File: config.mk
export PLATFORM = sky130hd
export DESIGN_NAME = radix_detecting_number_parser_core
export DESIGN_NICKNAME = d
export VERILOG_FILES = /design/src/hw/rtl/rdnp_pkg.sv /design/src/hw/rtl/rdnp_front.sv /design/src/hw/rtl/rdnp_queue.sv /design/src/hw/rtl/rdnp_back.sv /design/src/hw/rtl/radix_detecting_number_parser_core.sv
export SDC_FILE = /design/constraint.sdc
export NUM_CORES = 1
export LEC_CHECK = 0
export BUFFER_PORTS_ARGS = -buffer_cell sky130_fd_sc_hd__buf_4
export CAP_MARGIN = 0
export CORE_MARGIN = 2
export CORE_UTILIZATION = 29
export DETAILED_ROUTE_END_ITERATION = 16
export GPL_ROUTABILITY_DRIVEN = 0
export PLACE_DENSITY_LB_ADDON = 0.3
export SLEW_MARGIN = 20
export SYNTH_ARGS = -nofsm -noshare
export SYNTH_HDL_FRONTEND = slang
export SYNTH_SLANG_ARGS = --single-unit
File: constraint.sdc
create_clock -name clk -period 5.6 [get_ports clk]
set_clock_uncertainty 0.15 [all_clocks]
set_input_delay 0.84 -clock clk [delete_from_list [all_inputs] [get_ports clk]]
set_output_delay 0.84 -clock clk [all_outputs]
set_load 0.01 [all_outputs]
File: src/hw/rtl/rdnp_pkg.sv
// Shared types and constants for the radix-detecting number parser.
// No dependencies; every other file of the block uses it.
package rdnp_pkg;

    localparam int VALUE_WIDTH_DEF = 32;
    localparam int QUEUE_DEPTH_DEF = 4;
    localparam int OUT_WIDTH       = 32;

    localparam logic [1:0] KIND_DEC = 2'd0;
    localparam logic [1:0] KIND_HEX = 2'd1;
    localparam logic [1:0] KIND_OCT = 2'd2;
    localparam logic [1:0] KIND_BIN = 2'd3;

    typedef struct packed {
        logic [7:0] symbol;
        logic       final_symbol;
    } sym_item_t;

    typedef struct packed {
        logic [OUT_WIDTH-1:0] value;
        logic [1:0]           radix_kind;
    } res_item_t;

    // Pre-decoded character as it travels through the queue
    typedef struct packed {
        logic [3:0] dec_digit;
        logic [2:0] oct_digit;
        logic [3:0] hex_digit;
        logic       is_zero;
        logic       is_x;
        logic       is_b;
        logic       last;
    } sym_class_t;

endpackage

File: src/hw/rtl/rdnp_front.sv
// Front end: takes character transfers and decodes them into digit classes.
// Depends on rdnp_pkg.
module rdnp_front
(
    input  logic                  sym_valid,
    output logic                  sym_ready,
    input  rdnp_pkg::sym_item_t   sym,
    input  logic                  queue_full,
    output logic                  push,
    output rdnp_pkg::sym_class_t  push_data
);

    logic [7:0] c;

    assign c         = sym.symbol;
    assign sym_ready = !queue_full;
    assign push      = sym_valid && !queue_full;

    always_comb
    begin
        push_data = '0;
        if (c >= 8'h30 && c <= 8'h39)
        begin
            push_data.dec_digit = c[3:0];
            push_data.hex_digit = c[3:0];
        end
        if (c >= 8'h30 && c <= 8'h37)
            push_data.oct_digit = c[2:0];
        // 'A'..'F' and 'a'..'f' share the low three bits: 1..6 maps to 10..15
        if ((c >= 8'h41 && c <= 8'h46) || (c >= 8'h61 && c <= 8'h66))
            push_data.hex_digit = 4'(c[2:0]) + 4'd9;
        push_data.is_zero = (c == 8'h30);
        push_data.is_x    = (c == 8'h78) || (c == 8'h58);
        push_data.is_b    = (c == 8'h62);
        push_data.last    = sym.final_symbol;
    end

endmodule

File: src/hw/rtl/rdnp_queue.sv
// Short queue between the decode front end and the accumulating back end.
// Depends on rdnp_pkg.
module rdnp_queue
#(
    parameter int DEPTH = rdnp_pkg::QUEUE_DEPTH_DEF
)
(
    input  logic                  clk,
    input  logic                  rst_n,
    input  logic                  push,
    input  rdnp_pkg::sym_class_t  push_data,
    input  logic                  pop,
    output logic                  full,
    output logic                  not_empty,
    output rdnp_pkg::sym_class_t  head
);

    localparam int PW = $clog2(DEPTH);
    localparam int CW = $clog2(DEPTH + 1);

    rdnp_pkg::sym_class_t entry_reg [DEPTH];
    logic [PW-1:0] wr_ptr_reg, wr_ptr_next;
    logic [PW-1:0] rd_ptr_reg, rd_ptr_next;
    logic [CW-1:0] count_reg, count_next;

    assign full      = (count_reg == CW'(DEPTH));
    assign not_empty = (count_reg != '0);
    assign head      = entry_reg[rd_ptr_reg];

    always_comb
    begin
        wr_ptr_next = wr_ptr_reg;
        rd_ptr_next = rd_ptr_reg;
        count_next  = count_reg;
        if (push)
            wr_ptr_next = (wr_ptr_reg == PW'(DEPTH - 1)) ? '0 : wr_ptr_reg + 1'b1;
        if (pop)
            rd_ptr_next = (rd_ptr_reg == PW'(DEPTH - 1)) ? '0 : rd_ptr_reg + 1'b1;
        if (push && !pop)
            count_next = count_reg + 1'b1;
        else if (pop && !push)
            count_next = count_reg - 1'b1;
    end

    always_ff @(posedge clk or negedge rst_n)
    begin
        if (!rst_n)
        begin
            wr_ptr_reg <= '0;
            rd_ptr_reg <= '0;
            count_reg  <= '0;
        end
        else
        begin
            wr_ptr_reg <= wr_ptr_next;
            rd_ptr_reg <= rd_ptr_next;
            count_reg  <= count_next;
        end
    end

    always_ff @(posedge clk)
    begin
        if (push)
            entry_reg[wr_ptr_reg] <= push_data;
    end

endmodule

File: src/hw/rtl/rdnp_back.sv
// Back end: runs the hex/octal/decimal and binary accumulations and holds the result.
// Depends on rdnp_pkg.
module rdnp_back
#(
    parameter int VALUE_WIDTH = rdnp_pkg::VALUE_WIDTH_DEF
)
(
    input  logic                  clk,
    input  logic                  rst_n,
    input  logic                  head_valid,
    input  rdnp_pkg::sym_class_t  head,
    output logic                  pop,
    output logic                  res_valid,
    input  logic                  res_ready,
    output rdnp_pkg::res_item_t   res
);

    localparam int OW = rdnp_pkg::OUT_WIDTH;

    logic [1:0]             pos_reg, pos_next;
    logic                   lz_reg, lz_next;
    logic                   hex_reg, hex_next;
    logic [VALUE_WIDTH-1:0] racc_reg, racc_next;
    logic [VALUE_WIDTH-1:0] bacc_reg, bacc_next;
    logic                   res_valid_reg, res_valid_next;
    rdnp_pkg::res_item_t    res_reg, res_next;

    logic [VALUE_WIDTH-1:0] racc_step;
    logic [VALUE_WIDTH-1:0] result_value;
    logic [VALUE_WIDTH+OW-1:0] result_ext;
    logic [1:0]             kind;

    // A final character needs room in the output register; others never wait
    assign pop       = head_valid && (!head.last || !res_valid_reg || res_ready);
    assign res_valid = res_valid_reg;
    assign res       = res_reg;

    always_comb
    begin
        lz_next   = lz_reg;
        hex_next  = hex_reg;
        racc_step = racc_reg;
        if (pos_reg == 2'd0)
        begin
            lz_next   = head.is_zero;
            hex_next  = 1'b0;
            racc_step = VALUE_WIDTH'(head.dec_digit);
        end
        else if (pos_reg == 2'd1 && lz_reg && head.is_x)
        begin
            hex_next  = 1'b1;
            racc_step = '0;
        end
        else if (hex_reg)
            racc_step = (racc_reg << 4) + VALUE_WIDTH'(head.hex_digit);
        else if (lz_reg)
            racc_step = (racc_reg << 3) + VALUE_WIDTH'(head.oct_digit);
        else
            racc_step = (racc_reg << 3) + (racc_reg << 1) + VALUE_WIDTH'(head.dec_digit);
    end

    always_comb
    begin
        if (hex_next)
        begin
            kind         = rdnp_pkg::KIND_HEX;
            result_value = racc_step;
        end
        else if (pos_reg != 2'd0 && head.is_b)
        begin
            kind         = rdnp_pkg::KIND_BIN;
            result_value = bacc_reg;
        end
        else if (lz_next)
        begin
            kind         = rdnp_pkg::KIND_OCT;
            result_value = racc_step;
        end
        else
        begin
            kind         = rdnp_pkg::KIND_DEC;
            result_value = racc_step;
        end
        result_ext = {{OW{1'b0}}, result_value};
    end

    always_comb
    begin
        pos_next       = pos_reg;
        racc_next      = racc_reg;
        bacc_next      = bacc_reg;
        res_valid_next = res_valid_reg;
        res_next       = res_reg;
        if (res_valid_reg && res_ready)
            res_valid_next = 1'b0;
        if (pop)
        begin
            if (head.last)
            begin
                pos_next            = 2'd0;
                racc_next           = '0;
                bacc_next           = '0;
                res_valid_next      = 1'b1;
                res_next.value      = result_ext[OW-1:0];
                res_next.radix_kind = kind;
            end
            else
            begin
                pos_next  = (pos_reg == 2'd2) ? 2'd2 : pos_reg + 2'd1;
                racc_next = racc_step;
                bacc_next = {bacc_reg[VALUE_WIDTH-2:0], !head.is_zero};
            end
        end
    end

    always_ff @(posedge clk or negedge rst_n)
    begin
        if (!rst_n)
        begin
            pos_reg       <= 2'd0;
            lz_reg        <= 1'b0;
            hex_reg       <= 1'b0;
            racc_reg      <= '0;
            bacc_reg      <= '0;
            res_valid_reg <= 1'b0;
        end
        else
        begin
            pos_reg       <= pos_next;
            racc_reg      <= racc_next;
            bacc_reg      <= bacc_next;
            res_valid_reg <= res_valid_next;
            if (pop)
            begin
                lz_reg  <= head.last ? 1'b0 : lz_next;
                hex_reg <= head.last ? 1'b0 : hex_next;
            end
        end
    end

    always_ff @(posedge clk)
    begin
        res_reg <= res_next;
    end

`ifndef SYNTH
    a_new_string_after_final: assert property (@(posedge clk) disable iff (!rst_n)
        pop && head.last |=> pos_reg == 2'd0 && !hex_reg && !lz_reg)
        else $error("string state not cleared after final character");

    a_pos_saturates: assert property (@(posedge clk) disable iff (!rst_n)
        pos_reg != 2'd3)
        else $error("position count beyond saturation");

    a_result_from_final: assert property (@(posedge clk) disable iff (!rst_n)
        $rose(res_valid_reg) |-> $past(pop && head.last))
        else $error("result raised without a final character");

    a_no_overwrite: assert property (@(posedge clk) disable iff (!rst_n)
        res_valid_reg && !res_ready |-> !(pop && head.last))
        else $error("pending result overwritten");
`endif

endmodule

File: src/hw/rtl/radix_detecting_number_parser_core.sv
// Radix-detecting number parser: one character per transfer, result on the final one.
// Result path: the final character's transfer is written into the queue, then accumulated
// into the output register, from which the result transfer is offered; decode is combinational.
// Throughput: one character per cycle, except while a final character waits for the sink to take the pending result.
// The QUEUE_DEPTH-entry queue (4 by default) lets decode keep taking characters while a result waits for the sink.
// Reset: rst_n asynchronous, active low; empties the queue, clears string state and result valid.
module radix_detecting_number_parser_core
#(
    parameter int VALUE_WIDTH = rdnp_pkg::VALUE_WIDTH_DEF,
    parameter int QUEUE_DEPTH = rdnp_pkg::QUEUE_DEPTH_DEF
)
(
    input  logic                 clk,
    input  logic                 rst_n,
    input  logic                 sym_valid,
    output logic                 sym_ready,
    input  rdnp_pkg::sym_item_t  sym,
    output logic                 res_valid,
    input  logic                 res_ready,
    output rdnp_pkg::res_item_t  res
);

    logic                  push;
    rdnp_pkg::sym_class_t  push_data;
    logic                  queue_full;
    logic                  head_valid;
    rdnp_pkg::sym_class_t  head;
    logic                  pop;

    rdnp_front u_front
    (
        .sym_valid  (sym_valid),
        .sym_ready  (sym_ready),
        .sym        (sym),
        .queue_full (queue_full),
        .push       (push),
        .push_data  (push_data)
    );

    rdnp_queue #(
        .DEPTH (QUEUE_DEPTH)
    ) u_queue
    (
        .clk       (clk),
        .rst_n     (rst_n),
        .push      (push),
        .push_data (push_data),
        .pop       (pop),
        .full      (queue_full),
        .not_empty (head_valid),
        .head      (head)
    );

    rdnp_back #(
        .VALUE_WIDTH (VALUE_WIDTH)
    ) u_back
    (
        .clk        (clk),
        .rst_n      (rst_n),
        .head_valid (head_valid),
        .head       (head),
        .pop        (pop),
        .res_valid  (res_valid),
        .res_ready  (res_ready),
        .res        (res)
    );

endmodule
==> reports/qor.csv <==
metric,value,unit
outcome,"finished, final reports clean",
CP max FO,18,
critical path endpoint category,flip-flop,
Initial Utilization,29.6,%
Max-slew headroom,44.5,%
R2R Setup Slk,1.11,ns
Synth top area share,29.2,%
setup slack at placement,1.14,ns
antenna cells,0,
number of global-route vias before repair,7070,
"Slew Viols, Final",0,
die area,34800,sq um
setup ws final,1.11,ns
main flop type after synthesis,edfxtp_1,
sequential share of power,35.0,%
routed vias,7110,
clock sink count,169,
H-Tree Depth,4,
Worst R2R Path Depth,13,
total congestion overflow,0,
number of flip-flops in the largest register,60,
max cap viols,0,
core area,32700,sq um
I/O Pins,49,
critical path type,reg -> reg,
top post-synthesis cells by area,"edfxtp_1 29%, dfrtp_1 19%, ha_1 9.2%",
Pint,3250,uW
post-cts sizing count,0,
RSZ-0062 raised after global routing,false,
Critical Path AT,4.61,ns
Finished Cell Area,11100,sq um
clock share of power,20.2,%
leakage,0.00464,uW
clk_lat worst skew,0.44,ns
top achievable clock speed,0.223,GHz
sw frac,42.0,%
DRC,0,
CTS Buffer Depth,2,
CTS tree,yes,
"area leader, netlist",edfxtp_1,
# port buffers,48,
first-pass GRT wire length,40300,microns
Root Driver,clkbuf_16,
largest net degree at the start of global routing,66,
Pwr Density,505,nW/um^2
measured slew at the worst slew-check pin,0.832,ns
#FFs+latches synth,169,
Avg Inst Size Synth,10.5,sq um
"EDFF count, synth",94,
DR pass1 iterations,5,
fraction of layout instances using a drive strength above 1,15.2,%
Critical Path Start Type,flip-flop,
final hold vios,0,
P_sw,2350,uW
Critical R2R Launch,u_queue.rd_ptr_reg[1],
WL/cell,17.8,microns
vias per std cell,5.07,
Worst Path Required,5.72,ns
Die Height,187,microns
Placed Instance Area,10500,sq um
synthesis-to-finish area growth,14.6,%
Comb pwr share,44.8,%
crit path time final,4.49,ns
Hold Path Class,in -> async,
Routed WL,25000,microns
Setup Buffers After CTS,0,
final setup TNS,0,ns
synthesized cell area,9670,sq um
post-DP HPWL,17100,microns
Die Wd,187,microns
"Warnings, synthesis",0,
Final Cycle Share,80.2,%
total power,5600,uW
worst vdd ir,243,uV
final setup vio count,0,
sequential-to-total area share from yosys stat,48.6,%
clock-pin slew on the worst setup and hold paths,0.07,ns
all-layer global routing usage,14.6,%
FP Rows,66,
ANT nets after route,0,
initial DRC count,646,
Gate Count Post-Synth,918,
# nets final,1035,
Mapped Nets,1005,
CTS Hold Bufs,0,
"Async S/R FF share, synth",44.4,%
initial antenna violation count,0,
worst reg2reg endpoint,u_back.res[32],
TritonCTS buffer count,17,
count of cell types in the netlist,73,
[through the flow]
step	util (%)	hold slack (ns)	instances
after floorplan	-	0.302	918
after global routing	33.9	0.150	1403
final	33.9	0.128	1403
after global placement	32.1	0.326	1369
after detailed placement	32.1	0.324	1369
after CTS	33.8	0.135	1401
[critical path, cell delays in order (launching register included)]
cell	delay [ns]
dfrtp_1	0.87
mux4_2	0.43
inv_1	0.09
fa_1	0.46
fa_1	0.45
nor2b_1	0.23
o2111ai_2	0.17
a21o_2	0.29
a21oi_2	0.18
a31oi_1	0.15
o2111ai_2	0.23
xor2_1	0.16
nor3_1	0.08
o41ai_2	0.36
[synthesized netlist by cell type (all sizes together), types with 11 or more instances]
cell type / n
a21o: 15
a21oi: 47
and2: 12
buf: 22
clkbuf: 29
dfrtp: 75
edfxtp: 94
ha: 71
inv: 22
mux4: 14
nand2: 153
nand2b: 12
nand3: 52
nor2: 48
nor3: 11
o211ai: 19
o21a: 11
o21ai: 72
xnor2: 12
xor2: 14
[layout make-up]
cell class / count / area (sq um)
Fill cell: 3342 / 21600
Multi-Input combinational cell: 676 / 4700
Sequential cell: 169 / 4700
Tap cell: 442 / 553
Timing Repair Buffer: 62 / 484
Clock buffer: 21 / 470
Clock inverter: 11 / 86.3
Inverter: 22 / 82.6
[power by group through the flow]
stage / registers [uW] / logic, uW / clock network (uW)
after floorplan: 1960 / 1600 / 0
after global placement: 1990 / 2470 / 0
after detailed placement: 1990 / 2480 / 0
after CTS: 1970 / 2490 / 1150
after global routing: 2000 / 2760 / 1210
final: 1960 / 2510 / 1130
[per-layer routing]
metal	GRT usage, %	wire length (microns)	vias up	part of all wire (%)
li1	-	-	3429	-
met1	20.0	11800	3480	47
met2	23.6	11600	178	46
met3	2.52	1110	23	4.4
met4	4.03	457	0	1.8
met5	0	0	-	0
[placed cells by master (no fill, tap or decap), types with 3 or more instances in the layout]
cell         n
clkbuf_16   17
o21ai_0     61
nor2b_1      6
a21oi_2      6
ha_1        71
o21bai_1     5
buf_4       60
a31oi_1      5
dfrtp_1     74
a32o_1       6
a22o_1       7
a211oi_1     3
nor3_1      11
fa_1         3
a21o_1      14
o31ai_1      6
o211ai_1    18
xnor2_1     12
xor2_1      14
mux2i_1      7
edfxtp_1    94
and2_1      11
o21a_1      11
mux4_2      14
nand2b_1    11
a31o_2       5
nand3_1     52
and3_1       7
clkbuf_8     4
o21ai_1     11
inv_6        4
a22oi_1      4
nor2_1      46
a21oi_1     41
inv_1       22
nand2_1    152
clkinv_4     3
[cells by family (layout without fill, tap and decap cells)]
family                   count (synthesis)  after routing  synth area share (%)
AO/OA/AOI/OAI                          233            233                  16.9
XOR/XNOR                                26             26                  2.35
adder cells (fa/ha/maj)                 74             74                  9.81
buffers and inverters                   73            116                  2.99
flip-flops                             169            169                  48.6
multiplexers                            23             23                  4.22
AND/OR/NAND/NOR                        320            320                  15.2
[how the worst max path moves through the flow]
stage / startpoint / endpoint / slack (ns) / cells after the start
3_3_place_gp: u_queue.rd_ptr_reg[1] / u_back.res[32] / 1.17 / 13
4_1_cts: u_queue.rd_ptr_reg[1] / u_back.res[32] / 1.10 / 13
2_1_floorplan: u_queue.rd_ptr_reg[0] / u_back.res[32] / 1.29 / 15
3_5_place_dp: u_queue.rd_ptr_reg[1] / u_back.res[32] / 1.14 / 13
5_1_grt: u_queue.rd_ptr_reg[1] / u_back.res[32] / 0.82 / 13
6_report: u_queue.rd_ptr_reg[1] / u_back.res[32] / 1.11 / 13
No activity file was read; power rests on OpenSTA's default activity.
